## src/rtl/core/drdf_pkg.sv

```systemverilog
`timescale 1ns / 1ps

package drdf_pkg;

   localparam int SAMPLE_W    = 24;
   localparam int COORD_W     = 16;
   localparam int CLASS_W     = 7;
   localparam int THR_W       = 13;
   localparam int SCALE_W     = 16;
   localparam int POS_W       = 7;
   // 2*cx - w spans three times the sample range
   localparam int NUM_W       = SAMPLE_W + 2;
   localparam int PROD_W      = NUM_W + SCALE_W + 1;
   localparam int CSR_INDEX_W = 3;
   localparam int CSR_DATA_W  = 16;
   localparam int REQ_DATA_W  = 24;
   localparam int RSP_DATA_W  = 96;

   localparam logic [POS_W-1:0] POS_LIMIT = 7'd127;
   localparam logic [POS_W-1:0] CLASS_CAP = 7'd122;

   localparam logic [SAMPLE_W-1:0] SAMPLE_MIN = 24'h800000;

   localparam logic [THR_W-1:0]   CONF_THR_RST  = 13'd1843;
   localparam logic [THR_W-1:0]   CLS_THR_RST   = 13'd2253;
   localparam logic [SCALE_W-1:0] SCALE_RST     = 16'd4096;
   localparam logic [CLASS_W-1:0] CLASS_CNT_RST = 7'd80;

   localparam logic [CSR_INDEX_W-1:0] CSR_CONF_THR  = 3'd0;
   localparam logic [CSR_INDEX_W-1:0] CSR_CLS_THR   = 3'd1;
   localparam logic [CSR_INDEX_W-1:0] CSR_X_SCALE   = 3'd2;
   localparam logic [CSR_INDEX_W-1:0] CSR_Y_SCALE   = 3'd3;
   localparam logic [CSR_INDEX_W-1:0] CSR_CLASS_CNT = 3'd4;

   typedef struct packed {
      logic [THR_W-1:0]   conf_thr;
      logic [THR_W-1:0]   cls_thr;
      logic [SCALE_W-1:0] x_scale;
      logic [SCALE_W-1:0] y_scale;
      logic [CLASS_W-1:0] class_count;
   } cfg_type;

   // Passing row, ready for scaling
   typedef struct packed {
      logic signed [NUM_W-1:0]    left_num;
      logic signed [NUM_W-1:0]    top_num;
      logic signed [SAMPLE_W-1:0] width;
      logic signed [SAMPLE_W-1:0] height;
      logic [CLASS_W-1:0]         class_index;
      logic signed [SAMPLE_W-1:0] objectness;
   } box_event_type;

   typedef struct packed {
      logic signed [SAMPLE_W-1:0] objectness;
      logic [CLASS_W-1:0]         class_index;
      logic signed [COORD_W-1:0]  box_height;
      logic signed [COORD_W-1:0]  box_width;
      logic signed [COORD_W-1:0]  box_top;
      logic signed [COORD_W-1:0]  box_left;
   } box_result_type;

endpackage

```

## src/rtl/core/drdf_scale.sv

```systemverilog
`timescale 1ns / 1ps

module drdf_scale #(
   parameter int FRACTION_BITS = 12
) (
   input  logic                            clock,
   input  logic                            reset,
   input  drdf_pkg::cfg_type               cfg,
   input  logic                            evt_valid,
   input  drdf_pkg::box_event_type         evt,
   output logic                            evt_ready,
   output logic                            res_valid,
   output drdf_pkg::box_result_type        res,
   input  logic                            res_ready
);

   localparam int EDGE_SHIFT = 2 * FRACTION_BITS + 1;
   localparam int SIZE_SHIFT = 2 * FRACTION_BITS;
   localparam int PW         = drdf_pkg::PROD_W;

   logic                                  prod_valid_ff;
   logic signed [PW-1:0]                  pl_ff, pt_ff, pw_ff, ph_ff;
   logic [drdf_pkg::CLASS_W-1:0]          cls_ff;
   logic signed [drdf_pkg::SAMPLE_W-1:0]  obj_ff;
   logic signed [drdf_pkg::SCALE_W:0]     xs, ys;
   logic                                  take;

   // Divide by 2^shift rounding toward zero, then clamp to 16 bits
   function automatic logic signed [drdf_pkg::COORD_W-1:0] trunc_sat(
      input logic signed [PW-1:0] p,
      input int                   shift
   );
      logic signed [PW:0] biased, q;
      logic signed [PW:0] ones;
      ones   = ((PW + 1)'(1) <<< shift) - (PW + 1)'(1);
      biased = (PW + 1)'(p) + (p[PW-1] ? ones : '0);
      q      = biased >>> shift;
      if (q > (PW + 1)'(32767)) begin
         trunc_sat = 16'sh7FFF;
      end else if (q < -(PW + 1)'(32768)) begin
         trunc_sat = 16'sh8000;
      end else begin
         trunc_sat = q[drdf_pkg::COORD_W-1:0];
      end
   endfunction

   assign evt_ready = !prod_valid_ff || res_ready;
   assign take      = evt_valid && evt_ready;
   assign xs        = $signed({1'b0, cfg.x_scale});
   assign ys        = $signed({1'b0, cfg.y_scale});

   always_ff @(posedge clock) begin
      if (reset) begin
         prod_valid_ff <= 1'b0;
      end else if (evt_ready) begin
         prod_valid_ff <= evt_valid;
      end
   end

   always_ff @(posedge clock) begin
      if (take) begin
         pl_ff  <= PW'(evt.left_num) * PW'(xs);
         pt_ff  <= PW'(evt.top_num) * PW'(ys);
         pw_ff  <= PW'(evt.width) * PW'(xs);
         ph_ff  <= PW'(evt.height) * PW'(ys);
         cls_ff <= evt.class_index;
         obj_ff <= evt.objectness;
      end
   end

   assign res_valid = prod_valid_ff;

   always_comb begin
      res.box_left    = trunc_sat(pl_ff, EDGE_SHIFT);
      res.box_top     = trunc_sat(pt_ff, EDGE_SHIFT);
      res.box_width   = trunc_sat(pw_ff, SIZE_SHIFT);
      res.box_height  = trunc_sat(ph_ff, SIZE_SHIFT);
      res.class_index = cls_ff;
      res.objectness  = obj_ff;
   end

endmodule

```

## config.mk

```make
export PLATFORM = sky130hd
export DESIGN_NAME = drdf_scale
export DESIGN_NICKNAME = d
export VERILOG_FILES = /design/src/rtl/core/drdf_pkg.sv /design/src/rtl/core/drdf_scale.sv
export SDC_FILE = /design/constraint.sdc
export NUM_CORES = 2
export LEC_CHECK = 0
export ABC_AREA = 1
export BUFFER_PORTS_ARGS = -buffer_cell sky130_fd_sc_hd__buf_2
export CAP_MARGIN = 20
export CORE_MARGIN = 2
export CORE_UTILIZATION = 55
export CTS_BUF_LIST = sky130_fd_sc_hd__clkbuf_2
export DETAILED_ROUTE_END_ITERATION = 7
export PLACE_DENSITY_LB_ADDON = 0.12
export SYNTH_ARGS = -nofsm -noshare
export SYNTH_HDL_FRONTEND = slang
export SYNTH_SLANG_ARGS = --single-unit
export TNS_END_PERCENT = 5
```

## constraint.sdc

```tcl
create_clock -name clock -period 20.9 [get_ports clock]
set_input_delay 6.27 -clock clock [delete_from_list [all_inputs] [get_ports clock]]
set_output_delay 6.27 -clock clock [all_outputs]
set_load 0.02 [all_outputs]
```

# Word-level counts from Yosys, hierarchy flattened
# Index checks and enable logic that the tools add are counted.
# word_totals
regBits	200
inputBits	200
output_inout_bits	97
word_cells	38
# op_classes
add_sub_neg	4
n_mul	4
n_lt_le_gt_ge	8
n_mux	12
n_reduce_logical	3
# ops
cell	n
two-way mux 16 bit	8
adder 43 x 26 -> 44 bit	2
multiplier 26 x 17 -> 43 bit	2
adder 41 x 25 -> 42 bit	2
multiplier 24 x 17 -> 41 bit	2
two-way mux 25 bit	2
two-way mux 24 bit	2
> comparator 19 x 16 -> 1 bit (second input constant)	2
less-than comparator 19 x 16 -> 1 bit (second input constant)	2
> comparator 18 x 16 -> 1 bit (second input constant)	2
less-than comparator 18 x 16 -> 1 bit (second input constant)	2
logical AND 1 bit	1
zero test 1 bit	1
logical OR 1 bit	1

# Depth between registers and ports, before layout
# depth
ltp_word	5
ltp_mapped	28
depth_no_buf	26

# Worst setup path before layout
# Ideal clock, no wire load.
# synth_path
path_kind	in2reg
startpoint	input port evt_valid
endpoint	register cls_ff[0] (netlist bit), enable pin
setup_ns	0.825
arrival_ns	15.866
required_time_ns	20.075
path_slack_ns	4.210
cell_stages	2
path_buffers	0
path_cell_list	inv_1 a21oi_1
# synth_via
elab_chain_cells	1
# synth_lines
element	line_no	rtl
from (decl)	drdf_scale.sv:9	input logic evt_valid,
logical AND 1 bit	drdf_scale.sv:48	assign take = evt_valid && evt_ready;
net take	drdf_scale.sv:26	logic take;
to (signal assigned)	drdf_scale.sv:66	cls_ff <= evt.class_index;
to (decl)	drdf_scale.sv:23	logic [drdf_pkg::CLASS_W-1:0] cls_ff;
# The timed path passes the listed nets, and every way through them passes these cells.
# A chain may end at the register's enable or synchronous reset.

# Worst setup path in the final report
# layout_path
startpoint	input port res_ready
endpoint	output port evt_ready
# layout_via
elab_chain_cells	1
# layout_lines
element	line_no	rtl
from (decl)	drdf_scale.sv:14	input logic res_ready
logical OR 1 bit	drdf_scale.sv:47	assign evt_ready = !prod_valid_ff || res_ready;
to (decl)	drdf_scale.sv:11	output logic evt_ready,
# Every way passes these cells.

==> results summary <==
The first global-routing pass estimated 316400 um of wire. In this run the count of I/O pins placed on the die edge is 297. The run finished with clean final reports. The die area came out at 0.1388 mm2.

The residual DRC count is 0. The proportion of synthesized flip-flops having asynchronous set or reset is 0. Counting instances in the post-synthesis netlist gives the leading cell types as inv_1 (2962), nand2_1 (2569), fa_1 (1564), ha_1 (506), nor2_1 (445). The remaining global-route overflow came out at 0. The number of gates resized after CTS is 0. The critical path goes through buf_2, inv_1, nand2_1, buf_2. Clock-pin slew was measured on the worst setup and hold paths at 0.32 ns. The via count of the first global-routing pass came out at 62660. The fraction of final layout cells sized beyond drive strength 1 came out at 0.03797.

The number of buffers between clock root and the deepest sink came out at 2. Of the available clock period, the critical path in the final layout requires 0.6209. The worst setup path is launched from an input pin. The count of final max-slew check failures came out at 0. The cell area that synthesis handed to floorplanning was 0.07469 mm2. The average vias per placed instance came out at 5.140. The count of hold buffers inserted by post-cts repair came out at 0. Among the stages of the critical path, the cell type that occurs most often is buf_2. Along the worst path, the maximum fanout reaches 2. The required time reported for the critical path endpoint is 14.63 ns. By area, the combinational part of the netlist is dominated by adder cells. The insertion delay to the later sink of the worst-skew pair is 1.20 ns. Yosys mapped a number of flops with a built-in enable equal to 199. The total number of nets in the final design came out at 12000. The number of clock buffers added by TritonCTS is 17.

The effective utilization at floorplan came out at 0.5527. The number of nets in the synthesized netlist is 12080. The worst clock skew is 0.04199 ns. The Yosys step of the flow raised 0 warnings. The number of H-tree levels came out at 4. The total of fill cells in the finished design came out at 13020.

After synthesis, the cell types taking the most area are fa_1 (42%), inv_1 (15%), nand2_1 (13%). The distinct cell type count after synthesis is 47. The class of the tightest hold or removal check is flip-flop to flip-flop. Setup repair after global routing left no endpoint under its margin. The critical-path cell with the highest stage delay is buf_2. The largest net degree at the start of global routing came out at 78.

The most repeated cell in the gate-level netlist after synthesis is inv_1. The worst-margin pin slew is 1.082 ns. For the worst setup path, the data arrival time is 6.71 ns.

The number of antenna violations at the first check in global routing came out at 15. The internal reg-to-reg setup slack is 18.33 ns. The maximum cell stage delay along the critical path is 0.16 ns. Summed over all instances, the cell type with the most area after synthesis is fa_1. The setup total negative slack is 0 ns. The post-route standard cell area excluding fillers is 0.07729 mm2. The die outline height is 372.5 um. After synthesis the netlist holds a flip-flop and latch count of 200. Of the total synthesized cell area, the portion taken by XOR and XNOR cells is 0.02052. The port buffer count came out at 263.

The number of cells on the worst reg-to-reg path is 3. For this block, the initial DRC count from the detailed router was 3936. The tree built by TritonCTS fans out to 200 sinks. The compound-cell area share of the yosys netlist is 0.04707. The core area is 0.1351 mm2. The total track usage is 0.2862.

The final layout contains routed wiring with a total length of 189600 um. The number of vias in the routed layout came out at 59290. The die width came out at 372.5 um. From synthesis to final layout, the design area changed by 3.473%. Setup violations remaining at the end of the flow were counted as 0.

The endpoint class of the critical path is a primary output. The clock period minus final worst setup slack is 12.98 ns. The arithmetic-cell share of the synthesized area counting full adders, half adders and majority gates is 0.5040. The area share of the leading cell type in the synthesized netlist came out at 0.4192.

The simple-gate area share of the yosys netlist is 0.1784. The detailed placement HPWL came out at 152500 um. The congestion estimate from routability-driven global placement came to 0.9401. The tree is rooted in a clkbuf_2.

Once the clock tree was built, the setup fixing pass inserted 0 buffers. The worst setup path endpoint is evt_ready. After detailed placement, the total cell area comes to 0.07697 mm2. The detail route stage leaves a number of antenna-violating nets equal to 0. The headroom to the max-slew limit came out at 0.2787. The instance count of the mapped netlist is 9813.

TritonCTS built the clock tree. The highest achievable clock rate is 77.06 MHz. The destination of the worst register-to-register timing path is pw_ff[20]$_DFFE_PP_. The count of endpoints failing hold in the final timing report came out at 0. After detailed routing, the average wire length per cell comes to 16.44 um. The critical path launch point is res_ready.

The average size of a mapped cell is 7.611 um2. The most used flip-flop cell after synthesis is edfxtp_1. The startpoint of the most critical register-to-register path is res_valid$_SDFFE_PP0N_. The portion of netlist area occupied by mux cells came out at 0. The site row count came out at 135. The type of the worst setup path is input pin to primary output. The first-pass iteration count of the detailed router is 8. The tool flagged a number of max-cap violations equal to 0. The share of the Yosys chip area taken by registers is 0.08027.
critical path: cells and delay by family:
family / cells / cell delay [ns]
buffers and inverters: 3 / 0.36
AND/OR/NAND/NOR: 1 / 0.08
area by class of cell:
type | count | area [um2] | area share
timing repair buffer | 300 | 1614 | 0.02088
tap | 1781 | 2228 | 0.02883
multi-input combinational | 6245 | 56020 | 0.7249
antenna | 8 | 20.02 | 0.0002590
sequential | 200 | 5996 | 0.07758
clock inverter | 15 | 178.9 | 0.002315
inverter | 2968 | 11140 | 0.1442
clock buffer | 17 | 85.08 | 0.001101
metal layers:
layer / global-route usage / share of wire / vias to the layer above
li1: - / - / 27870
met1: 0.3836 / 0.42 / 29290
met2: 0.4958 / 0.49 / 1817
met3: 0.03409 / 0.063 / 284
met4: 0.06982 / 0.021 / 18
met5: 0 / 0.00053 / -
cell usage in the layout, fill, tap and decap left out, types with 62 or more instances in the layout:
cell      Yosys  final
inv_1      2962   2962
nand2_1    2569   2569
fa_1       1564   1564
ha_1        506    506
nor2_1      445    445
a21oi_1     320    319
buf_2         1    263
edfxtp_1    199    199
o21ai_0     166    166
nand3_1     152    152
xor2_1      104    104
xnor2_1      71     71
nor3_1       63     63
nand4_1      62     62
stage by stage:
| stage | std cells | setup WS (ns) | utilization | hold slack, ns |
|---|---|---|---|---|
| final | 11530 | 7.922 | 0.5719 | 0.5426 |
| after CTS | 11530 | 7.913 | 0.5716 | 0.5486 |
| after global routing | 11530 | 7.880 | 0.5719 | 0.5784 |
| after floorplan | 9813 | 4.210 | - | 0.7055 |
| after detailed placement | 11490 | 7.913 | 0.5696 | 0.5222 |
| after global placement | 11490 | 7.945 | 0.5696 | 0.5099 |
worst min-delay path by stage:
stage	endpoint	startpoint	slack [ns]	depth (start not counted)
3_5_place_dp	res_valid$_SDFFE_PP0N_	res_valid$_SDFFE_PP0N_	0.52	2
3_3_place_gp	res_valid$_SDFFE_PP0N_	res_valid$_SDFFE_PP0N_	0.51	2
5_1_grt	res_valid$_SDFFE_PP0N_	res_valid$_SDFFE_PP0N_	0.58	2
2_1_floorplan	res_valid$_SDFFE_PP0N_	res_valid$_SDFFE_PP0N_	0.71	2
6_report	res_valid$_SDFFE_PP0N_	res_valid$_SDFFE_PP0N_	0.54	2
4_1_cts	res_valid$_SDFFE_PP0N_	res_valid$_SDFFE_PP0N_	0.55	2
cells by family (layout without fill, tap and decap cells):
family                     Yosys count  count (layout)
AOI/OAI and AO/OA                  634             634
adders and majority gates         2070            2070
xor gates and xnor gates           175             175
DFF                                200             200
buffers and inverters             3368            3300
other                                0               8
and+or+nand+nor                   3366            3366
sequential cells by signal, summed over array words and instances (netlist names):
register	flops
pt_ff	43
obj_ff	24
cls_ff	7
ph_ff	41
pl_ff	43
pw_ff	41
res_valid	1
Power is left out: the tool's default activity adds up to more than one toggle a clock period on the data nets, which glitch-free logic cannot reach.
