[src/rtl/core/drdf_pkg.sv]
`timescale 1ns / 1ps

package drdf_pkg;

   localparam int SAMPLE_W    = 24;
   localparam int COORD_W     = 16;
   localparam int CLASS_W     = 7;
   localparam int THR_W       = 13;
   localparam int SCALE_W     = 16;
   localparam int POS_W       = 7;
   // 2*cx - w spans three times the sample range
   localparam int NUM_W       = SAMPLE_W + 2;
   localparam int PROD_W      = NUM_W + SCALE_W + 1;
   localparam int CSR_INDEX_W = 3;
   localparam int CSR_DATA_W  = 16;
   localparam int REQ_DATA_W  = 24;
   localparam int RSP_DATA_W  = 96;

   localparam logic [POS_W-1:0] POS_LIMIT = 7'd127;
   localparam logic [POS_W-1:0] CLASS_CAP = 7'd122;

   localparam logic [SAMPLE_W-1:0] SAMPLE_MIN = 24'h800000;

   localparam logic [THR_W-1:0]   CONF_THR_RST  = 13'd1843;
   localparam logic [THR_W-1:0]   CLS_THR_RST   = 13'd2253;
   localparam logic [SCALE_W-1:0] SCALE_RST     = 16'd4096;
   localparam logic [CLASS_W-1:0] CLASS_CNT_RST = 7'd80;

   localparam logic [CSR_INDEX_W-1:0] CSR_CONF_THR  = 3'd0;
   localparam logic [CSR_INDEX_W-1:0] CSR_CLS_THR   = 3'd1;
   localparam logic [CSR_INDEX_W-1:0] CSR_X_SCALE   = 3'd2;
   localparam logic [CSR_INDEX_W-1:0] CSR_Y_SCALE   = 3'd3;
   localparam logic [CSR_INDEX_W-1:0] CSR_CLASS_CNT = 3'd4;

   typedef struct packed {
      logic [THR_W-1:0]   conf_thr;
      logic [THR_W-1:0]   cls_thr;
      logic [SCALE_W-1:0] x_scale;
      logic [SCALE_W-1:0] y_scale;
      logic [CLASS_W-1:0] class_count;
   } cfg_type;

   // Passing row, ready for scaling
   typedef struct packed {
      logic signed [NUM_W-1:0]    left_num;
      logic signed [NUM_W-1:0]    top_num;
      logic signed [SAMPLE_W-1:0] width;
      logic signed [SAMPLE_W-1:0] height;
      logic [CLASS_W-1:0]         class_index;
      logic signed [SAMPLE_W-1:0] objectness;
   } box_event_type;

   typedef struct packed {
      logic signed [SAMPLE_W-1:0] objectness;
      logic [CLASS_W-1:0]         class_index;
      logic signed [COORD_W-1:0]  box_height;
      logic signed [COORD_W-1:0]  box_width;
      logic signed [COORD_W-1:0]  box_top;
      logic signed [COORD_W-1:0]  box_left;
   } box_result_type;

endpackage

[src/rtl/core/drdf_track.sv]
`timescale 1ns / 1ps

module drdf_track #(
   parameter int MAX_CLASSES = 80
) (
   input  logic                                  clock,
   input  logic                                  reset,
   input  drdf_pkg::cfg_type                     cfg,
   input  logic                                  in_valid,
   input  logic signed [drdf_pkg::SAMPLE_W-1:0]  in_value,
   input  logic                                  in_begin,
   output logic                                  in_ready,
   output logic                                  evt_valid,
   output drdf_pkg::box_event_type               evt,
   input  logic                                  evt_ready
);

   logic [drdf_pkg::POS_W-1:0]           pos_ff, pos_in, pos;
   logic signed [drdf_pkg::SAMPLE_W-1:0] cx_ff, cy_ff, w_ff, h_ff, obj_ff;
   logic signed [drdf_pkg::SAMPLE_W-1:0] best_ff, best_in;
   logic [drdf_pkg::CLASS_W-1:0]         best_cls_ff, best_cls_in;
   logic                                 evt_valid_ff;
   drdf_pkg::box_event_type              evt_ff, evt_in;
   logic [drdf_pkg::CLASS_W-1:0]         eff_cnt;
   logic [drdf_pkg::POS_W:0]             last_pos;
   logic                                 accept, in_scores, emit;

   assign in_ready = !evt_valid_ff || evt_ready;
   assign accept   = in_valid && in_ready;
   assign evt_valid = evt_valid_ff;
   assign evt       = evt_ff;

   always_comb begin
      eff_cnt = cfg.class_count;
      if (eff_cnt == '0) begin
         eff_cnt = drdf_pkg::CLASS_W'(1);
      end
      if ({1'b0, eff_cnt} > (drdf_pkg::CLASS_W + 1)'(MAX_CLASSES)) begin
         eff_cnt = drdf_pkg::CLASS_W'(MAX_CLASSES);
      end
      if (eff_cnt > drdf_pkg::CLASS_CAP) begin
         eff_cnt = drdf_pkg::CLASS_CAP;
      end
      last_pos = (drdf_pkg::POS_W + 1)'(4) + {1'b0, eff_cnt};

      pos       = in_begin ? '0 : pos_ff;
      pos_in    = (pos < drdf_pkg::POS_LIMIT) ? pos + 1'b1 : drdf_pkg::POS_LIMIT;
      in_scores = (pos >= drdf_pkg::POS_W'(5)) && ({1'b0, pos} <= last_pos);

      best_in     = best_ff;
      best_cls_in = best_cls_ff;
      if (pos == '0) begin
         best_in     = $signed(drdf_pkg::SAMPLE_MIN);
         best_cls_in = '0;
      end else if (in_scores && (in_value > best_ff)) begin
         best_in     = in_value;
         best_cls_in = pos - drdf_pkg::POS_W'(5);
      end

      emit = in_scores && ({1'b0, pos} == last_pos)
             && (obj_ff >= $signed({12'd0, cfg.conf_thr}))
             && (best_in >= $signed({12'd0, cfg.cls_thr}));

      evt_in.left_num    = (drdf_pkg::NUM_W'(cx_ff) <<< 1) - drdf_pkg::NUM_W'(w_ff);
      evt_in.top_num     = (drdf_pkg::NUM_W'(cy_ff) <<< 1) - drdf_pkg::NUM_W'(h_ff);
      evt_in.width       = w_ff;
      evt_in.height      = h_ff;
      evt_in.class_index = best_cls_in;
      evt_in.objectness  = obj_ff;
   end

   always_ff @(posedge clock) begin
      if (reset) begin
         pos_ff       <= '0;
         best_ff      <= $signed(drdf_pkg::SAMPLE_MIN);
         best_cls_ff  <= '0;
         evt_valid_ff <= 1'b0;
      end else begin
         if (accept) begin
            pos_ff      <= pos_in;
            best_ff     <= best_in;
            best_cls_ff <= best_cls_in;
         end
         if (in_ready) begin
            evt_valid_ff <= accept && emit;
         end
      end
   end

   always_ff @(posedge clock) begin
      if (accept) begin
         unique case (pos)
            drdf_pkg::POS_W'(0): cx_ff  <= in_value;
            drdf_pkg::POS_W'(1): cy_ff  <= in_value;
            drdf_pkg::POS_W'(2): w_ff   <= in_value;
            drdf_pkg::POS_W'(3): h_ff   <= in_value;
            drdf_pkg::POS_W'(4): obj_ff <= in_value;
            default: ;
         endcase
      end
      if (accept && emit) begin
         evt_ff <= evt_in;
      end
   end

endmodule

[config.mk]
export PLATFORM = sky130hd
export DESIGN_NAME = drdf_track
export DESIGN_NICKNAME = d
export VERILOG_FILES = /design/src/rtl/core/drdf_pkg.sv /design/src/rtl/core/drdf_track.sv
export SDC_FILE = /design/constraint.sdc
export NUM_CORES = 1
export LEC_CHECK = 0
export BUFFER_PORTS_ARGS = -buffer_cell sky130_fd_sc_hd__buf_2
export CORE_ASPECT_RATIO = 1.1
export CORE_MARGIN = 8
export CORE_UTILIZATION = 47
export CTS_CLUSTER_SIZE = 28
export DETAILED_ROUTE_END_ITERATION = 7
export GPL_ROUTABILITY_DRIVEN = 0
export PLACE_DENSITY = 0.81
export SETUP_SLACK_MARGIN = 0.15
export SLEW_MARGIN = 10
export SYNTH_ARGS = -nofsm -noshare
export SYNTH_HDL_FRONTEND = slang
export SYNTH_SLANG_ARGS = --single-unit
[constraint.sdc]
create_clock -name clock -period 15.8 [get_ports clock]
set_clock_uncertainty 0.05 [all_clocks]
set_input_delay 0 -clock clock [delete_from_list [all_inputs] [get_ports clock]]
set_output_delay 0 -clock clock [all_outputs]
set_load 0.005 [all_outputs]
After elaboration in Yosys (flattened, before gate mapping) --
Index checks and enable logic that the tools add are counted.
Storage, ports and cells: memory bits (writable) 0, input port bits 94, memories 0, word-level logic and storage cells 58, register bits after elaboration 290, bits in latches 0, bits in read-only memories 0
Operators by class: $add $sub $neg 5, bitwise operators 0, shift operators 0, muxes and demuxes 9, multipliers 0, magnitude comparators 8, divide/modulo/power cells 0, reductions and logical operators 16, eq/ne operators 5
Operators by type and width (number):
- subtractor 25 x 24 -> 26 bit | 2
- two-way mux 7 bit | 7
- greater-or-equal comparator 24 x 14 -> 1 bit | 2
- two-way mux 24 bit | 2
- greater-than comparator 24 bit | 1
- equality test 7 x 2 -> 1 bit (second input constant) | 2
- greater-than comparator 7 bit (second input constant) | 2
- zero test 7 bit | 2
- AND reduction 2 bit | 5
- adder 3 x 7 -> 8 bit (first input constant) | 1
- equality test 7 x 8 -> 1 bit | 1
- less-or-equal comparator 7 x 8 -> 1 bit | 1
- adder 7 x 1 -> 7 bit (second input constant) | 1
- equality test 7 x 1 -> 1 bit (second input constant) | 1
- equality test 7 x 3 -> 1 bit (second input constant) | 1
- greater-or-equal comparator 7 x 3 -> 1 bit (second input constant) | 1
- logical AND 1 bit | 7
- < comparator 7 bit (second input constant) | 1
- subtractor 7 x 3 -> 7 bit (second input constant) | 1
- zero test 1 bit | 1
- logical OR 1 bit | 1

Depth between registers and ports, before layout --
Gate-level depths: netlist of run 1.
depth after elaboration 15, depth in mapped cells 25, gate-level depth less buffers 24

Worst setup path before layout of run 1 --
Ideal clock, no wire load.
kind input -> register, start in cfg[1] in the netlist's numbering, end reg evt_ff (netlist bit evt[0]), enable pin, arrival time 13.113 ns, cell stages on the path 25, setup slack 1.829 ns, required time 14.941 ns, cell sequence or3_1 o21a_1 o21ai_0 and2_1 ha_1 a31oi_1 ha_1 and3_1 and3_1 a31oi_1 nor3b_1 mux2_4 buf_2 mux2i_1 or2_2 ha_1 nand2b_1 a21oi_1 nor2b_1 o21ai_0 a21oi_1 o211ai_1 a21oi_1 o311ai_1 a211oi_1
On the way: cells in the longest elaborated chain, start to end 15
Ends and longest elaborated chain:
- from (decl) | line drdf_track.sv:8 | input drdf_pkg::cfg_type cfg,
- zero test 7 bit | line drdf_track.sv:35 | if (eff_cnt == '0) begin
- two-way mux 7 bit (*) | line drdf_track.sv:35
- greater-than comparator 7 bit | line drdf_track.sv:38 | if ({1'b0, eff_cnt} > (drdf_pkg::CLASS_W + 1)'(MAX_CLASSES)) begin
- two-way mux 7 bit (*) | line drdf_track.sv:38
- greater-than comparator 7 bit | line drdf_track.sv:41 | if (eff_cnt > drdf_pkg::CLASS_CAP) begin
- two-way mux 7 bit (*) | line drdf_track.sv:41
- adder 3 x 7 -> 8 bit (*) | line drdf_track.sv:44 | last_pos = (drdf_pkg::POS_W + 1)'(4) + {1'b0, eff_cnt};
- less-or-equal comparator 7 x 8 -> 1 bit | line drdf_track.sv:48 | in_scores = (pos >= drdf_pkg::POS_W'(5)) && ({1'b0, pos} <= last_pos);
- logical AND 1 bit | line drdf_track.sv:48
- logical AND 1 bit | line drdf_track.sv:55 | end else if (in_scores && (in_value > best_ff)) begin
- two-way mux 24 bit | line drdf_track.sv:55
- two-way mux 24 bit | line drdf_track.sv:52 | if (pos == '0) begin
- greater-or-equal comparator 24 x 14 -> 1 bit | line drdf_track.sv:62 | && (best_in >= $signed({12'd0, cfg.cls_thr}));
- logical AND 1 bit (*) | line drdf_track.sv:62
- logical AND 1 bit (*) | line drdf_track.sv:101 | if (accept && emit) begin
- to (signal assigned) | line drdf_track.sv:102 | evt_ff <= evt_in;
- to (decl) | line drdf_track.sv:23 | drdf_pkg::box_event_type evt_ff, evt_in;
Mark *: on every way between the ends. The rest lies on a longest branch, timed or not. A chain may end at the register's enable or synchronous reset.

Worst setup path in the final report of run 1 --
start in cfg[1] in the netlist's numbering, end reg evt_ff (netlist bit evt[68]), enable pin
Same word-level chain as after synthesis.

==> results of run 1 <==
[per-stage QoR]
step           hold slack, ns  area (um2)  worst slack, ns  std cells
2_1_floorplan          0.0489       13500             1.83       1064
5_1_grt                0.0622       16100             8.72       1691
6_report               0.0462       16100             9.24       1691
3_5_place_dp            0.261       14900             8.72       1610
4_1_cts                0.0189       16100             9.24       1690
3_3_place_gp            0.258       14900             8.90       1610
[per-layer routing]
layer,share of wire,track usage
met4,0.038,0.0742
met2,0.49,0.300
met1,0.40,0.215
met5,0,0
met3,0.072,0.0300
[repair_timing]
action | 4_1_cts | 5_1_grt
hold buffers | 27 | 0
hold endpoints to repair | 136 | 0
endpoints found under the setup margin | 0 | 0
[cell usage after synthesis (4+ instances only)]
cell        n
nand2b_1   12
or2_2       4
inv_1     116
o221a_2     4
and2_1      5
and4_1      4
mux2i_1    18
and3_1     13
nand3_1    20
ha_1      111
nor3_1     29
clkbuf_1   17
a31o_2     18
or3_1       4
buf_4       4
o21a_1     11
a32oi_1    10
nor2b_1    21
o31ai_1     4
edfxtp_1  249
a211oi_1    8
nand4_1     5
dfxtp_1    39
a21oi_1    54
o21bai_1    8
nor4_1      7
xnor2_1    38
nor2_1     66
a21o_1     19
o211ai_1    7
a31oi_1    11
nand2_1    38
o21ai_0    39
xor2_1     12
[final cells by class]
type	instances	area, um2	share of cell area
inverters	117	439	0.0273
repair buffers	228	1290	0.0804
diodes	1	2.50	0.000156
clock inverters	17	133	0.00825
clock buffers	36	752	0.0468
well taps	368	460	0.0286
multi-input cells	636	4750	0.295
flip-flops and latches	288	8260	0.513
[placed cells by master (no fill, tap or decap), types with 5 or more instances in the layout]
master,instances
edfxtp_1,249
buf_2,194
inv_1,116
ha_1,111
nor2_1,64
a21oi_1,54
o21ai_0,39
dfxtp_1,39
nand2_1,38
xnor2_1,38
nor3_1,29
clkbuf_16,29
dlygate4sd3_1,27
nor2b_1,21
nand3_1,20
a21o_1,19
mux2i_1,18
a31o_2,18
and3_1,13
nand2b_1,12
xor2_1,12
o21a_1,11
a31oi_1,11
a32oi_1,10
o21bai_1,8
o211ai_1,7
a211oi_1,7
nor4_1,7
clkbuf_1,7
buf_4,7
clkinv_2,6
nand4_1,5
and2_1,5
[tightest hold or removal path, cell delays in order]
cell	delay, ns
buf_2	0.10
and2_1	0.27
o21ai_0	0.13
a21oi_1	0.07
[cell families (layout without fill, tap and decap cells)]
group | after synthesis | in the layout
AO/OA/AOI/OAI | 216 | 216
buffers and inverters | 140 | 398
XOR/XNOR | 50 | 50
multiplexers | 21 | 21
adder cells (fa/ha/maj) | 113 | 113
AND/OR/NAND/NOR | 236 | 236
other | 0 | 1
flip-flops | 288 | 288
[report_power, final]
part	switching, mW	internal (mW)	total [mW]
clock	0.282	0.356	0.639
combinational	0.0784	0.0516	0.130
sequential	0.00459	0.836	0.840
total	0.365	1.24	1.61
[flip-flops by register name, indices dropped and copies added, names as in the netlist]
register / cells
best_cls_ff: 7
evt_valid: 1
best_ff: 24
cy_ff: 24
h_ff: 24
obj_ff: 24
w_ff: 24
pos_ff: 7
cx_ff: 24
evt: 129
[worst paths after layout]
| path | start | end | cells past startpoint |
|---|---|---|---|
| setup / recovery | cfg[1] | evt[68] | 27 |
| hold / removal | in_valid | pos_ff[3] | 4 |
| setup reg to reg | best_ff[10] | evt[68] | 22 |
| hold reg to reg | obj_ff[14] | evt[14] | 0 |
==> results.sh, run 1 <==
export IMPL_outcome="completed"
export IMPL_hp_class="primary input to flip-flop"
export IMPL_synth_compound_area_frac=0.108
export IMPL_final_hold_violation_count=0
export IMPL_final_antenna_net_count=0
export IMPL_cts_sinks=288
export IMPL_synth_top_cell_by_area="edfxtp_1"
export IMPL_start_util=0.474
export IMPL_synth_async_reset_ratio=0
export IMPL_yosys_area_share_adder=0.106
export IMPL_fin_util=0.563
export IMPL_yosysWarnings=0
export IMPL_powerDensity_nw_per_um2=100
export IMPL_synth_area_leaders="edfxtp_1 55%, ha_1 10%, dfxtp_1 5.8%"
export IMPL_cp_num_buf_inv=3
export IMPL_setup_viol=0
export IMPL_antenna_found_initial=1
export IMPL_worstPathArrival_ns=6.65
export IMPL_port_buffers=194
export IMPL_cts_repair_resized=0
export IMPL_clock_fmax_ghz=0.153
export IMPL_synth_top_family_by_area="compound AO/OA/AOI/OAI gates"
export IMPL_drive_gt1_frac=0.213
export IMPL_nFillCells=2300
export IMPL_dpl_hpwl_um=22600
export IMPL_syn_nets=1271
export IMPL_htreeDepth=1
export IMPL_crit_type="primary input to flip-flop"
export IMPL_max_cap_violations=0
export IMPL_drt_pre_antenna_iters=7
export IMPL_row_count=65
export IMPL_fp_dieH_um=194
export IMPL_end_kind="flip-flop"
export IMPL_vias_per_cell=5.41
export IMPL_synthFlopType="edfxtp_1"
export IMPL_wl_per_cell_um=18.3
export IMPL_critPathRequiredTime_ns=15.89
export IMPL_ctsRootBufferMaster="clkbuf_16"
export IMPL_drtIter0Drc=670
export IMPL_drc=0
export IMPL_ys_seq_area_frac=0.610
export IMPL_grt_pass1_vias=9294
export IMPL_fin_setup_tns_ns=0
export IMPL_die_area_um2=34500
export IMPL_worst_pin_slew_ns=1.19
export IMPL_ir_drop_v=0.0000727
export IMPL_p_total_mw=1.61
export IMPL_avgSynthCellArea_um2=12.7
export IMPL_synth_xor_area_share=0.0324
export IMPL_core_area_um2=28500
export IMPL_critPathTopFamily="simple AND/OR/NAND/NOR gates"
export IMPL_grt_start_max_net_pins=90
export IMPL_die_width_um=178
export IMPL_rsz0062_at_grt="false"
export IMPL_num_vias=9140
export IMPL_syn2layout_area_growth_pct=18.9
export IMPL_fin_crit_sh=0.415
export IMPL_tritoncts="yes"
export IMPL_finalWirelength_um=31000
export IMPL_clkTransAtPathRegs_ns=0.06
export IMPL_grt_usage=0.175
export IMPL_synth_edf_count=249
export IMPL_layout_nets=1507
export IMPL_cp_max_fo=89
export IMPL_start_kind="primary input"
export IMPL_synthSimpleGateAreaFrac=0.0869
export IMPL_final_min_clock_period_ns=6.56
export IMPL_syn_cell_area_um2=13500
export IMPL_grt_pass1_wl_um=48200
export IMPL_r2r_setup_slack_ns=9.25
export IMPL_p_leak_nw=6.45
export IMPL_grt_overflow_total=0
export IMPL_synthesis_instances=1064
export IMPL_clk_path_buf_depth=3
export IMPL_cts_buffers_inserted=29
export IMPL_slew_violations=0
export IMPL_io_pins=227
export IMPL_cts_setup_buffers=0
export IMPL_cpMaxStageDelayCell="buf_4"
export IMPL_yosysUniqueCellTypes=62
export IMPL_cpPeakStageDelay_ns=0.87
export IMPL_synth_area_mux_share=0.0164
export IMPL_ys_seq_elements=288
export IMPL_synth_top_area_share=0.553
export IMPL_worstSkewPairLatency_ns=0.53
export IMPL_max_slew_margin_rel=0.208
No activity file was read; power rests on OpenSTA's default activity.
==> run 2, diff against run 1 <==
--- a/config.mk
+++ b/config.mk
@@ -12,7 +12,7 @@
 export CTS_CLUSTER_SIZE = 28
 export DETAILED_ROUTE_END_ITERATION = 7
 export GPL_ROUTABILITY_DRIVEN = 0
-export PLACE_DENSITY = 0.81
+export PLACE_DENSITY = 0.83
 export SETUP_SLACK_MARGIN = 0.15
 export SLEW_MARGIN = 10
 export SYNTH_ARGS = -nofsm -noshare
==> constraint.sdc (replaced) <==
create_clock -name clock -period 5.9 [get_ports clock]
set_clock_uncertainty 0.05 [all_clocks]
set_input_delay 0 -clock clock [delete_from_list [all_inputs] [get_ports clock]]
set_output_delay 0 -clock clock [all_outputs]
set_load 0.005 [all_outputs]
==> run 2 against run 1 <==
Net effect:
- utilization increased by 0.63 points
- global-route usage increased by 0.30 points
- design area increased by 1.1%
- non-clock buffer count increased by 5
- via count increased by 1.0%
- sequential share of layout area decreased by 0.57 points
==> results.sh, run 2 (synthesis gave the netlist of run 1 again) <==
export IMPL_multi_input_comb_area_um2=4810
export IMPL_vias_per_cell=5.45
export IMPL_final_antenna_net_count=0
export IMPL_slew_violations=0
export IMPL_core_area_um2=28500
export IMPL_start_util=0.474
export IMPL_drt_pre_antenna_iters=7
export IMPL_cpMaxStageDelayCell="or4_1"
export IMPL_drc=0
export IMPL_fin_crit_sh=0.888
export IMPL_worstPathArrival_ns=5.37
export IMPL_tritoncts="yes"
export IMPL_grt_overflow_total=0
export IMPL_grt_pass1_wl_um=48900
export IMPL_num_vias=9232
export IMPL_dp_cells=1615
export IMPL_syn2layout_area_growth_pct=20.2
export IMPL_fin_setup_tns_ns=0
export IMPL_antenna_found_initial=0
export IMPL_wl_per_cell_um=18.6
export IMPL_largest_reg_flops=129
export IMPL_cts_sinks=288
export IMPL_cts_repair_resized=0
export IMPL_powerDensity_nw_per_um2=269
export IMPL_final_cell_mix="249 x edfxtp_1, 194 x buf_2, 116 x inv_1, 110 x ha_1, 64 x nor2_1"
export IMPL_crit_chain="inv_1, ha_1, nand2_1, or4_1, a21o_1, a31oi_1, nor2_1, mux2_4, mux2i_1, or2_4, ha_1, nand2b_1, a21oi_1, nor2b_1, o21ai_1, a21oi_1, o211ai_1, a21oi_1, o311ai_2, a211oi_4, buf_4"
export IMPL_end_kind="flip-flop"
export IMPL_switchingPower_mw=0.965
export IMPL_max_slew_margin_rel=0.199
export IMPL_row_count=65
export IMPL_critPathRequiredTime_ns=6.03
export IMPL_die_width_um=178
export IMPL_ir_drop_v=0.000268
export IMPL_io_pins=227
export IMPL_holdWs_ns=0.0856
export IMPL_diodes=0
export IMPL_cp_max_fo=33
export IMPL_clkTransAtPathRegs_ns=0.06
export IMPL_layout_nets=1511
export IMPL_nFillCells=2325
export IMPL_crit_top_cell="a21oi_1"
export IMPL_final_min_clock_period_ns=5.24
export IMPL_clock_power_share=0.404
export IMPL_netSwitchingFraction=0.221
export IMPL_rsz0062_at_grt="false"
export IMPL_grt_usage=0.178
export IMPL_layoutNonFillerInstCount=1693
export IMPL_fp_dieH_um=194
export IMPL_final_hold_violation_count=0
export IMPL_ff_latch_area_um2=8260
export IMPL_ctsRootBufferMaster="clkbuf_16"
export IMPL_intPower_mw=3.41
export IMPL_p_leak_nw=6.50
export IMPL_grt_start_max_net_pins=40
export IMPL_worstSkewPairLatency_ns=0.54
export IMPL_htreeDepth=1
export IMPL_start_kind="flip-flop"
export IMPL_final_area_um2=16300
export IMPL_cts_buffers_inserted=28
export IMPL_finalWirelength_um=31500
export IMPL_crit_type="flip-flop to flip-flop"
export IMPL_cts_setup_buffers=0
export IMPL_clk_path_buf_depth=3
export IMPL_port_buffers=194
export IMPL_max_cap_violations=0
export IMPL_placed_area_um2=15100
export IMPL_p_total_mw=4.37
export IMPL_worst_pin_slew_ns=1.20
export IMPL_comb_power_share=0.081
export IMPL_drtIter0Drc=565
export IMPL_grt_pass1_vias=9414
export IMPL_cpPeakStageDelay_ns=0.57
export IMPL_hp_class="primary input to flip-flop"
export IMPL_drive_gt1_frac=0.222
export IMPL_layout_commonest_cell="edfxtp_1"
export IMPL_die_area_um2=34500
export IMPL_clock_fmax_ghz=0.191
export IMPL_setup_viol=0
export IMPL_outcome="completed"
export IMPL_power_frac_seq=0.515
export IMPL_cts_hold_buf=27
export IMPL_dpl_hpwl_um=23300
## run 2: cell types whose count changed in the layout (fill, tap and decap cells not counted), sizes merged
| cell | change |
|---|---|
| clkinv | -2 |
| buf | +5 |
| clkbuf | -1 |
| diode | -1 |
| inv | -1 |
| bufinv | +2 |
## run 2: routing by layer
| metal | vias to the layer above | GRT usage | wire [um] |
|---|---|---|---|
| li1 | 4404 | - | - |
| met1 | 4408 | 0.219 | 12700 |
| met2 | 350 | 0.309 | 15400 |
| met3 | 70 | 0.0321 | 2260 |
| met4 | 0 | 0.0627 | 1060 |
| met5 | - | 0 | 0 |
## run 2: path summary, 6_finish.rpt
kind                     from  cells past startpoint  slack [ns]        end
setup / recovery  best_ff[13]                     21        0.66   evt[130]
hold / removal       in_valid                      4        0.09  pos_ff[3]
setup reg to reg  best_ff[13]                     21        0.66   evt[130]
hold reg to reg    obj_ff[20]                      0        0.40    evt[20]
## run 2: per-stage QoR
stage | util | worst slack, ns
5_1_grt | 0.570 | 0.392
6_report | 0.570 | 0.659
2_1_floorplan | - | -1.81
4_1_cts | 0.570 | 0.661
3_3_place_gp | 0.528 | 0.373
3_5_place_dp | 0.528 | 0.267
## run 2: layout make-up
| cell class | count | share of cell area |
|---|---|---|
| Multi-Input combinational cell | 636 | 0.296 |
| Clock buffer | 35 | 0.0460 |
| Clock inverter | 16 | 0.0102 |
| Sequential cell | 288 | 0.508 |
| Inverter | 117 | 0.0270 |
| Tap cell | 368 | 0.0283 |
| Timing Repair Buffer | 233 | 0.0849 |
## run 2: power groups by stage
stage	logic [mW]	registers [mW]	clock network [mW]
3_5_place_dp	0.337	2.29	0
4_1_cts	0.354	2.25	1.80
3_3_place_gp	0.324	2.29	0
2_1_floorplan	0.228	2.29	0
6_report	0.356	2.25	1.77
5_1_grt	0.394	2.25	1.88
## run 2: worst max-delay path: cells and delay by family (launching register included)
kind | cells | cell delay [ns]
AOI/OAI and AO/OA | 9 | 1.59
and+or+nand+nor | 6 | 1.17
muxes | 2 | 0.57
adders and majority gates | 2 | 0.56
buffers and inverters | 2 | 0.54
DFF | 1 | 0.37
==> run 3, diff against run 2 <==
--- a/config.mk
+++ b/config.mk
@@ -9,6 +9,7 @@
 export CORE_ASPECT_RATIO = 1.1
 export CORE_MARGIN = 8
 export CORE_UTILIZATION = 47
+export CTS_BUF_LIST = sky130_fd_sc_hd__clkbuf_2
 export CTS_CLUSTER_SIZE = 28
 export DETAILED_ROUTE_END_ITERATION = 7
 export GPL_ROUTABILITY_DRIVEN = 0
==> run 3 against run 2 <==
Net effect:
- die area stayed put
- worst hold slack worse by 0.0023 ns
- setup slack got worse by 0.064 ns
==> results.sh, run 3 (synthesis gave the netlist of run 1 again) <==
export IMPL_drt_pre_antenna_iters=5
export IMPL_max_cap_violations=0
export IMPL_crit_chain="dlygate4sd3_1, dlygate4sd3_1, buf_2, ha_1, nand4_1, or4_1, a21o_1, a31oi_1, nor2_1, mux2_4, mux2i_1, or2_4, ha_1, nand2b_1, a21oi_1, nor2b_1, o21ai_1, a21oi_1, o211ai_1, a21oi_1, o311ai_2, a211oi_4, buf_4"
export IMPL_die_width_um=178
export IMPL_setup_viol=0
export IMPL_cts_setup_buffers=0
export IMPL_powerDensity_nw_per_um2=247
export IMPL_tritoncts="yes"
export IMPL_io_pins=227
export IMPL_drive_gt1_frac=0.251
export IMPL_rsz0062_at_grt="false"
export IMPL_grt_start_max_net_pins=40
export IMPL_holdPathStages=3
export IMPL_start_util=0.474
export IMPL_dpl_hpwl_um=23300
export IMPL_num_vias=9786
export IMPL_ctsRootBufferMaster="clkbuf_2"
export IMPL_end_kind="flip-flop"
export IMPL_critPathRequiredTime_ns=6.28
export IMPL_pre_cts_ws_ns=0.267
export IMPL_rr_worst_depth=21
export IMPL_fin_crit_sh=0.899
export IMPL_ir_drop_v=0.000141
export IMPL_antenna_found_initial=1
export IMPL_drc=0
export IMPL_cpMaxStageDelayCell="dlygate4sd3_1"
export IMPL_worstSkewPairLatency_ns=0.84
export IMPL_core_area_um2=28500
export IMPL_worstPathArrival_ns=5.68
export IMPL_final_antenna_net_count=0
export IMPL_p_leak_nw=6.72
export IMPL_grt_pass1_wl_um=51900
export IMPL_max_slew_margin_rel=0.202
export IMPL_grt_overflow_total=0
export IMPL_start_kind="primary input"
export IMPL_final_min_clock_period_ns=5.31
export IMPL_clkTransAtPathRegs_ns=0.11
export IMPL_layout_setup_ws_ns=0.595
export IMPL_fin_util=0.575
export IMPL_cts_repair_resized=0
export IMPL_finalWirelength_um=33700
export IMPL_grt_usage=0.193
export IMPL_cts_buffers_inserted=69
export IMPL_layout_commonest_cell="edfxtp_1"
export IMPL_vias_per_cell=5.44
export IMPL_cpPeakStageDelay_ns=0.56
export IMPL_drtIter0Drc=568
export IMPL_die_area_um2=34500
export IMPL_layout_nets=1588
export IMPL_hp_class="primary input to flip-flop"
export IMPL_slew_violations=0
export IMPL_grt_pass1_vias=9962
export IMPL_outcome="completed"
export IMPL_cts_hold_buf=63
export IMPL_p_total_mw=4.05
export IMPL_clock_fmax_ghz=0.188
export IMPL_cts_sinks=288
export IMPL_row_count=65
export IMPL_cp_max_fo=33
export IMPL_htreeDepth=3
export IMPL_largest_reg_flops=129
export IMPL_holdWs_ns=0.0833
export IMPL_worst_pin_slew_ns=1.20
export IMPL_wl_per_cell_um=18.7
export IMPL_syn2layout_area_growth_pct=21.4
export IMPL_crit_top_cell="a21oi_1"
export IMPL_clk_path_buf_depth=3
export IMPL_fp_dieH_um=194
export IMPL_crit_type="primary input to flip-flop"
export IMPL_port_buffers=194
export IMPL_final_cell_mix="249 x edfxtp_1, 194 x buf_2, 116 x inv_1, 110 x ha_1, 93 x clkbuf_2"
export IMPL_final_hold_violation_count=0
## run 3: changes by cell type in the layout (fill, tap and decap cells not counted), sizes merged
cell         delta
dlygate4sd3    +36
bufinv          +2
clkinv         +10
clkbuf         +58
clkinvlp        -3
diode           +2
## run 3: where the power goes
part	internal [mW]	leakage [nW]	switching [mW]	total, mW
logic	0.158	3.64	0.224	0.381
registers	2.23	2.58	0.0127	2.25
clock network	0.648	0.503	0.774	1.42
## run 3: area by class of cell
class / count / area [um2]
Inverter: 117 / 439
Sequential cell: 288 / 8260
Clock buffer: 93 / 465
Tap cell: 368 / 460
Antenna cell: 2 / 5.00
Timing Repair Buffer: 269 / 1740
Clock inverter: 25 / 238
Multi-Input combinational cell: 636 / 4810
Fill cell: 2331 / 12100
## run 3: through the flow
stage          TNS [ns]  std cells  area (um2)
2_1_floorplan   -233.19       1064       13600
3_3_place_gp          0       1615       15100
3_5_place_dp          0       1615       15100
4_1_cts               0       1796       16400
5_1_grt               0       1797       16400
6_report              0       1798       16400
## run 3: path summary, 6_finish.rpt
kind	end	slack, ns	from
setup reg to reg	evt[101]	0.66	best_ff[13]
hold / removal	best_ff[19]	0.08	reset
setup / recovery	evt[101]	0.59	in_value[11]
hold reg to reg	evt[61]	0.37	w_ff[6]
## run 3: per-layer routing
layer	vias up	track usage	routed length, um	part of all wire
li1	4603	-	-	-
met2	406	0.327	16600	0.49
met1	4698	0.230	13600	0.40
met3	79	0.0479	2550	0.076
met4	0	0.0776	985	0.029
met5	-	0	0	0
## run 3: critical path: cells and delay by family
| family | cells | cell delay, ns |
|---|---|---|
| AOI/OAI and AO/OA | 9 | 1.58 |
| buffers and inverters | 4 | 1.73 |
| muxes | 2 | 0.57 |
| adders and majority gates | 2 | 0.57 |
| and+or+nand+nor | 6 | 1.20 |
